===== src/rtl/core/upv_pkg.sv =====
// Shared types, constants and decode helpers for the UTF-8 password validator.
package upv_pkg;

    localparam int DATA_W   = 8;
    localparam int BYTES_W  = 12;
    localparam int POINTS_W = 10;
    localparam int COUNT_W  = 13;
    localparam int VALUE_W  = 21;
    localparam int CFG_W    = 12;
    localparam int OUT_W    = 16;

    localparam logic [BYTES_W-1:0]  MAX_BYTES_RST       = 12'd512;
    localparam logic [POINTS_W-1:0] MAX_POINTS_RST      = 10'd128;
    localparam logic [POINTS_W-1:0] MIN_POINTS_RST      = 10'd10;
    localparam logic [COUNT_W-1:0]  COUNT_SAT           = 13'h1fff;
    localparam logic [POINTS_W-1:0] POINTS_SAT          = 10'h3ff;

    typedef enum logic [1:0] {
        CFG_MAX_BYTES  = 2'd0,
        CFG_MAX_POINTS = 2'd1,
        CFG_MIN_POINTS = 2'd2
    } cfg_index_t;

    typedef enum logic [3:0] {
        ST_OK     = 4'd0,
        ST_EMPTY  = 4'd1,
        ST_BYTES  = 4'd2,
        ST_LEAD   = 4'd3,
        ST_TRUNC  = 4'd4,
        ST_CONT   = 4'd5,
        ST_SCALAR = 4'd6,
        ST_SPACE  = 4'd7,
        ST_MANY   = 4'd8,
        ST_FEW    = 4'd9
    } status_t;

    typedef struct packed {
        logic [POINTS_W-1:0] cp_total;
        status_t             status;
        logic                valid_res;
    } result_t;

    // Unicode whitespace code points that a password may not contain.
    function automatic logic is_space(input logic [VALUE_W-1:0] v);
        logic hit;
        begin
            hit = (v >= 21'h09 && v <= 21'h0d) || v == 21'h20 || v == 21'h85 ||
                  v == 21'ha0 || v == 21'h1680 || (v >= 21'h2000 && v <= 21'h200a) ||
                  v == 21'h2028 || v == 21'h2029 || v == 21'h202f ||
                  v == 21'h205f || v == 21'h3000;
            return hit;
        end
    endfunction

endpackage


===== src/rtl/core/utf8_password_validator.sv =====
// Top level of the strict UTF-8 password validator.
//
// Usage: a string arrives on the slave stream one byte per transaction.
// s_tdata carries the byte, s_tuser says whether a byte is present and
// s_tlast ends the string; a transaction with no byte and tlast set stands
// for an empty string, and one with neither is ignored. For every
// transaction with tlast set, exactly one result transaction leaves on the
// master stream with the valid flag, the first-error status and the
// saturating code-point count.
// A string's last transaction passes the input register, then the result
// register that drives m_tvalid. Throughput is one byte per cycle unless
// stalled; a byte's decode is a single pass of small logic between the input
// register and the per-string state and result registers. The user must write
// the limits through the cfg port while the block is idle; the block does not
// enforce this. Reset loads the default limits (512 bytes, 128 and 10 code
// points) and clears all per-string state and both pipeline registers. When
// the receiver stalls, the result register holds its transaction; the input
// register still drains transactions that end no string, and s_tready drops
// only when a finished string waits behind a held result.
module utf8_password_validator
    import upv_pkg::*;
(
    input  logic                clk,
    input  logic                rst_n,
    input  logic                s_tvalid,
    output logic                s_tready,
    input  logic [DATA_W-1:0]   s_tdata,   // [7:0] data_byte
    input  logic                s_tuser,   // [0] has_byte
    input  logic                s_tlast,   // last
    output logic                m_tvalid,
    input  logic                m_tready,
    output logic [OUT_W-1:0]    m_tdata,   // [0] valid_res, [4:1] status,
                                           // [14:5] cp_total, [15] zero
    input  logic                cfg_we,
    input  logic [1:0]          cfg_index,
    input  logic [CFG_W-1:0]    cfg_data
);

    // Limit registers.
    logic [BYTES_W-1:0]  max_bytes_reg;
    logic [POINTS_W-1:0] max_points_reg;
    logic [POINTS_W-1:0] min_points_reg;

    // Input register.
    logic              in_valid_reg;
    logic [DATA_W-1:0] in_data_reg;
    logic              in_has_reg;
    logic              in_last_reg;

    // Per-string decode state.
    logic [COUNT_W-1:0]  byte_count_reg,  byte_count_next;
    logic [1:0]          pending_reg,     pending_next;
    logic [2:0]          seq_width_reg,   seq_width_next;
    logic [VALUE_W-1:0]  partial_reg,     partial_next;
    logic [POINTS_W-1:0] points_reg,      points_next;
    status_t             error_reg,       error_next;

    // Result register.
    logic    out_valid_reg;
    result_t out_result_reg;
    result_t result_next;

    logic in_fire;
    logic stage_advance;
    logic stage_fire;

    // Code point candidate, checked before it is counted.
    logic               is_ascii;
    logic [VALUE_W-1:0] cand_value;
    logic [2:0]         cand_width;
    logic               cand_overlong;
    logic               cand_bad;
    logic               cand_space;
    logic [1:0]         pending_dec;
    status_t            end_status;

    // The item in the input register moves on unless it ends a string and
    // the result register is still held by the receiver.
    assign stage_advance = !in_last_reg || !out_valid_reg || m_tready;
    assign stage_fire    = in_valid_reg && stage_advance;
    assign s_tready      = !in_valid_reg || stage_advance;
    assign in_fire       = s_tvalid && s_tready;

    assign is_ascii    = !in_data_reg[7];
    assign pending_dec = pending_reg - 2'd1;
    assign cand_value  = is_ascii ? {{(VALUE_W-DATA_W){1'b0}}, in_data_reg}
                                  : {partial_reg[VALUE_W-7:0], in_data_reg[5:0]};
    assign cand_width  = is_ascii ? 3'd1 : seq_width_reg;

    always_comb
    begin
        cand_overlong = (cand_width == 3'd2 && cand_value < 21'h80) ||
                        (cand_width == 3'd3 && cand_value < 21'h800) ||
                        (cand_width == 3'd4 && cand_value < 21'h10000);
        cand_bad      = cand_overlong || cand_value > 21'h10ffff ||
                        (cand_value >= 21'hd800 && cand_value <= 21'hdfff);
        cand_space    = is_space(cand_value);
    end

    // One byte of decode: count, then lead or continuation handling.
    always_comb
    begin
        logic take_point;
        take_point      = 1'b0;
        byte_count_next = byte_count_reg;
        pending_next    = pending_reg;
        seq_width_next  = seq_width_reg;
        partial_next    = partial_reg;
        points_next     = points_reg;
        error_next      = error_reg;

        if (in_has_reg) begin
            if (byte_count_reg != COUNT_SAT) begin
                byte_count_next = byte_count_reg + 13'd1;
            end
            if (error_reg != ST_OK) begin
                // Decoding has stopped; a broken sequence still runs its course.
                if (error_reg == ST_CONT && pending_reg != 2'd0) begin
                    pending_next = pending_dec;
                end
            end else if (pending_reg == 2'd0) begin
                if (is_ascii) begin
                    seq_width_next = 3'd1;
                    take_point     = 1'b1;
                end else if (in_data_reg >= 8'hc2 && in_data_reg <= 8'hdf) begin
                    partial_next   = {16'd0, in_data_reg[4:0]};
                    seq_width_next = 3'd2;
                    pending_next   = 2'd1;
                end else if (in_data_reg >= 8'he0 && in_data_reg <= 8'hef) begin
                    partial_next   = {17'd0, in_data_reg[3:0]};
                    seq_width_next = 3'd3;
                    pending_next   = 2'd2;
                end else if (in_data_reg >= 8'hf0 && in_data_reg <= 8'hf4) begin
                    partial_next   = {18'd0, in_data_reg[2:0]};
                    seq_width_next = 3'd4;
                    pending_next   = 2'd3;
                end else begin
                    error_next = ST_LEAD;
                end
            end else begin
                pending_next = pending_dec;
                if (in_data_reg[7:6] != 2'b10) begin
                    error_next = ST_CONT;
                end else begin
                    partial_next = cand_value;
                    take_point   = (pending_dec == 2'd0);
                end
            end
        end

        if (take_point) begin
            if (cand_bad) begin
                error_next = ST_SCALAR;
            end else if (cand_space) begin
                error_next = ST_SPACE;
            end else begin
                // The code point over the limit is still counted.
                if (points_reg >= max_points_reg) begin
                    error_next = ST_MANY;
                end
                if (points_reg != POINTS_SAT) begin
                    points_next = points_reg + 10'd1;
                end
            end
        end

        // Verdict at the end of a string, in order of precedence.
        if (byte_count_next == '0) begin
            end_status = ST_EMPTY;
        end else if (byte_count_next > {1'b0, max_bytes_reg}) begin
            end_status = ST_BYTES;
        end else if (pending_next != 2'd0) begin
            end_status = ST_TRUNC;
        end else if (error_next != ST_OK) begin
            end_status = error_next;
        end else if (points_next < min_points_reg) begin
            end_status = ST_FEW;
        end else begin
            end_status = ST_OK;
        end

        result_next.valid_res = (end_status == ST_OK);
        result_next.status    = end_status;
        result_next.cp_total  = points_next;
    end

    // Configuration writes.
    always_ff @(posedge clk or negedge rst_n)
    begin
        if (!rst_n) begin
            max_bytes_reg  <= MAX_BYTES_RST;
            max_points_reg <= MAX_POINTS_RST;
            min_points_reg <= MIN_POINTS_RST;
        end else if (cfg_we) begin
            unique case (cfg_index)
                CFG_MAX_BYTES:  max_bytes_reg  <= cfg_data;
                CFG_MAX_POINTS: max_points_reg <= cfg_data[POINTS_W-1:0];
                CFG_MIN_POINTS: min_points_reg <= cfg_data[POINTS_W-1:0];
                default:        ;
            endcase
        end
    end

    // Input register.
    always_ff @(posedge clk or negedge rst_n)
    begin
        if (!rst_n) begin
            in_valid_reg <= 1'b0;
        end else if (in_fire) begin
            in_valid_reg <= 1'b1;
        end else if (stage_advance) begin
            in_valid_reg <= 1'b0;
        end
    end

    always_ff @(posedge clk)
    begin
        if (in_fire) begin
            in_data_reg <= s_tdata;
            in_has_reg  <= s_tuser;
            in_last_reg <= s_tlast;
        end
    end

    // Per-string state; cleared once a string has ended.
    always_ff @(posedge clk or negedge rst_n)
    begin
        if (!rst_n) begin
            byte_count_reg <= '0;
            pending_reg    <= '0;
            seq_width_reg  <= '0;
            partial_reg    <= '0;
            points_reg     <= '0;
            error_reg      <= ST_OK;
        end else if (stage_fire) begin
            if (in_last_reg) begin
                byte_count_reg <= '0;
                pending_reg    <= '0;
                seq_width_reg  <= '0;
                partial_reg    <= '0;
                points_reg     <= '0;
                error_reg      <= ST_OK;
            end else begin
                byte_count_reg <= byte_count_next;
                pending_reg    <= pending_next;
                seq_width_reg  <= seq_width_next;
                partial_reg    <= partial_next;
                points_reg     <= points_next;
                error_reg      <= error_next;
            end
        end
    end

    // Result register.
    always_ff @(posedge clk or negedge rst_n)
    begin
        if (!rst_n) begin
            out_valid_reg <= 1'b0;
        end else if (stage_fire && in_last_reg) begin
            out_valid_reg <= 1'b1;
        end else if (m_tready) begin
            out_valid_reg <= 1'b0;
        end
    end

    always_ff @(posedge clk)
    begin
        if (stage_fire && in_last_reg) begin
            out_result_reg <= result_next;
        end
    end

    assign m_tvalid = out_valid_reg;
    assign m_tdata  = {1'b0, out_result_reg};

endmodule


===== config.mk =====
export PLATFORM = sky130hd
export DESIGN_NAME = utf8_password_validator
export DESIGN_NICKNAME = d
export VERILOG_FILES = /design/src/rtl/core/upv_pkg.sv /design/src/rtl/core/utf8_password_validator.sv
export SDC_FILE = /design/constraint.sdc
export NUM_CORES = 1
export LEC_CHECK = 0
export BUFFER_PORTS_ARGS = -buffer_cell sky130_fd_sc_hd__buf_2
export CORE_UTILIZATION = 40
export DETAILED_ROUTE_END_ITERATION = 8
export HOLD_SLACK_MARGIN = 0.05
export PLACE_DENSITY = 0.6
export SETUP_SLACK_MARGIN = 0.2
export SLEW_MARGIN = 15
export SYNTH_ARGS = -nofsm -noshare
export SYNTH_HDL_FRONTEND = slang
export SYNTH_SLANG_ARGS = --single-unit

===== constraint.sdc =====
create_clock -name clk -period 5.12 [get_ports clk]
set_input_delay 1.024 -clock clk [delete_from_list [all_inputs] [get_ports clk]]
set_output_delay 1.024 -clock clk [all_outputs]
set_load 0.02 [all_outputs]

==> results.txt <==
peak fanout along the critical path: 8
final setup vio count: 0
Max Buffers Root-to-Sink: 2
die width: 127.0 um
WL final: 15270 um
clk slew on worst S/H paths: 0.08 ns
FMAX: 0.2160 GHz
Pleak: 3.114 nW
Mapped Nets: 715
Vias per Instance: 5.752
Final ANT Viol Nets: 0
Post-Synthesis Cells: 651
gr ovfl total: 0
vias in the first global route: 4973
antenna diode instance count: 0
Final Net Count: 747
worst min-delay path endpoint: partial_reg[11]
hold_buf cts: 0
CTS tree: done
DR WL/cell: 17.43 um
Rows: 45
Reg2Reg Setup Slack: 0.49 ns
pwr dens: 352.9 nW/um^2
slew at the pin closest to its max-slew limit: 1.056 ns
Hold Startpoint: partial_reg[11]
GP Congestion: 0.8616
required time of the critical path: 5.24 ns
cells on worst reg2reg path: 16
CTS Root Cell: clkbuf_16
hold depth: 2
Mapped Area: 6252 sq um
async set-reset flop share out of synthesis: 0.7642
Clock Sinks: 106
HP Class: reg -> reg
layout cells sized above 1: 0.1773
H-tree depth: 3
data arrival time of the worst path: 4.75 ns
post-synthesis sequential area ratio: 0.4451
Final min period: 4.630 ns
Post-synth EDFFs: 25
Place WS: -0.04985 ns
fin crit share: 0.9042
DIE AREA: 16130 sq um
Worst Setup End Kind: flip-flop
largest net degree at the start of global routing: 82
Vert. Die Dim: 127.0 um
GRT Overall Usage: 0.1978
Clk Latency, worst-skew pair: 0.37 ns
FF+latch count, synth: 106
vias: 5039
Distinct cells, synth: 70
Initial Utilization: 0.4113
cts bufs inserted: 9
crit path kind: reg -> reg
DP Wirelength: 10970 um
First DRT Iteration DRCs: 327
number of remaining DRC errors: 0
synth warn: 0
Hold Fails Final Rpt: 0
worst flop-to-flop path endpoint: m_tdata[0]
fin. max-slew vios: 0
crit start category: flip-flop
first-pass GRT wire length: 25010 um
RR Startpoint: partial_reg[13]
Area Overhead vs Synth: 12.07%
port bufs: 45
Syn Area/Cell: 9.604 sq um
max_slew headroom: 0.2929
final clock skew: 0.01308 ns
initial antenna violation count: 0
status: finished clean
Power Total: 2.473 mW
max_cap viols: 0
Initial DRT Pass Iterations: 5
Ports: 47
dominant synthesized flop cell: dfrtp_1
core box area: 15200 sq um
unrepaired setup endpoints after global routing: no
Setup WS post-layout: 0.4905 ns
Worst VDD drop: 0.0001598 V
==> power breakdown <==
part	internal (mW)	leakage (nW)	switching, mW
logic	0.292	1.67	0.395
registers	0.986	1.29	0.100
clock network	0.346	0.146	0.353
==> stage by stage <==
stage,hold WS [ns],util,std cells,area [sq um],setup TNS (ns)
after floorplan,0.4638,-,651,6252,0
after global placement,0.4787,0.4376,857,6653,0
after detailed placement,0.4935,0.4376,857,6653,-0.04985
after CTS,0.5121,0.4574,873,6954,0
after global routing,0.5300,0.4609,876,7007,0
final,0.5060,0.4609,876,7007,0
==> cell usage after synthesis (3+ instances only) <==
cell / count / area, sq um
inv_1: 45 / 168.9
nand3b_1: 4 / 30.03
o41ai_1: 4 / 35.03
nand4_1: 19 / 118.9
clkbuf_1: 32 / 120.1
dfstp_2: 4 / 105.1
and3_1: 7 / 43.79
nor4b_1: 4 / 35.03
nand2_1: 71 / 266.5
o31a_1: 4 / 35.03
nor2_1: 32 / 120.1
buf_2: 3 / 15.01
mux2_2: 26 / 292.8
ha_1: 35 / 437.9
xnor2_1: 10 / 87.58
nor3b_1: 3 / 22.52
a21oi_1: 20 / 100.1
or4_1: 4 / 30.03
or3_1: 3 / 18.77
o2111ai_1: 3 / 26.28
o21a_1: 7 / 52.55
o21bai_1: 6 / 45.04
nand2b_1: 13 / 81.33
a41oi_1: 3 / 26.28
a22o_1: 9 / 78.83
nand3_1: 8 / 40.04
and2_1: 3 / 18.77
xor2_1: 4 / 35.03
or2_2: 3 / 18.77
o31ai_1: 11 / 82.58
a211oi_1: 4 / 30.03
o21ai_0: 57 / 285.3
dfrtp_1: 77 / 1927
nor3_1: 16 / 80.08
a21o_1: 6 / 45.04
a2111oi_0: 4 / 35.03
edfxtp_1: 25 / 750.7
nor4_1: 12 / 75.07
a31oi_1: 5 / 31.28
nor2b_1: 4 / 25.02
==> worst max path at each step <==
stage                                from         end  cells after the start
final                     partial_reg[13]  m_tdata[0]                     16
after global routing      partial_reg[13]  m_tdata[0]                     16
after CTS                    error_reg[1]  m_tdata[0]                     16
after detailed placement  partial_reg[13]  m_tdata[0]                     16
after global placement    partial_reg[13]  m_tdata[0]                     16
after floorplan           partial_reg[13]  m_tdata[0]                     18
==> area by class of cell <==
type                            count  area, sq um
Fill cell                        1485         8195
Multi-Input combinational cell    462         3189
Sequential cell                   106         2783
Timing Repair Buffer               59        336.6
Tap cell                          188        235.2
Clock buffer                        9        225.2
Inverter                           45        168.9
Clock inverter                      7        68.82
==> cells in the final DEF, fill, tap and decap left out, types with 11 or more instances in the layout <==
master	instances
nand4_1	19
nand2_1	71
mux2_2	26
nand2b_1	13
ha_1	35
edfxtp_1	25
nor2_1	32
dfrtp_1	77
nor3_1	16
inv_1	45
buf_4	14
buf_2	44
nor4_1	11
o21ai_0	56
o31ai_1	11
a21oi_1	20
==> per-layer routing <==
metal,global-route usage,wire (um),up-vias
met5,0,0,-
met4,0.07773,259,0
met3,0.02513,549,18
met2,0.3271,7387,110
met1,0.2649,7073,2462
li1,-,-,2449
==> cell families (layout without fill, tap and decap cells) <==
family,after synthesis,count (layout),share of synthesized area
muxes,28,28,0.05003
AOI/OAI and AO/OA,167,167,0.1825
adders and majority gates,35,35,0.07004
and+or+nand+nor,217,217,0.1811
xor gates and xnor gates,14,14,0.01961
DFF,106,106,0.4451
other,1,1,0.0005998
buffers and inverters,83,120,0.05103
==> timing repair <==
| action | CTS | global route |
|---|---|---|
| buffers inserted | 0 | 3 |
| resized for setup | 2 | 4 |
| pin swaps | 1 | 2 |
| endpoints found under the setup margin | 3 | 3 |
| cloned | 0 | 0 |
==> critical path: stages (launching register included) <==
cell and delay (ns):
dfrtp_1 0.39, o41a_1 0.46, or4_1 0.52, mux2i_1 0.18
o22ai_2 0.18, nor3_4 0.37, nand2_1 0.18, xnor2_2 0.18
ha_1 0.32, a21o_1 0.17, a21o_1 0.18, a21o_1 0.17
a211oi_1 0.24, o21bai_1 0.12, a2111oi_2 0.35, a31oi_1 0.16
o211a_1 0.22
No activity file was read; power rests on OpenSTA's default activity.
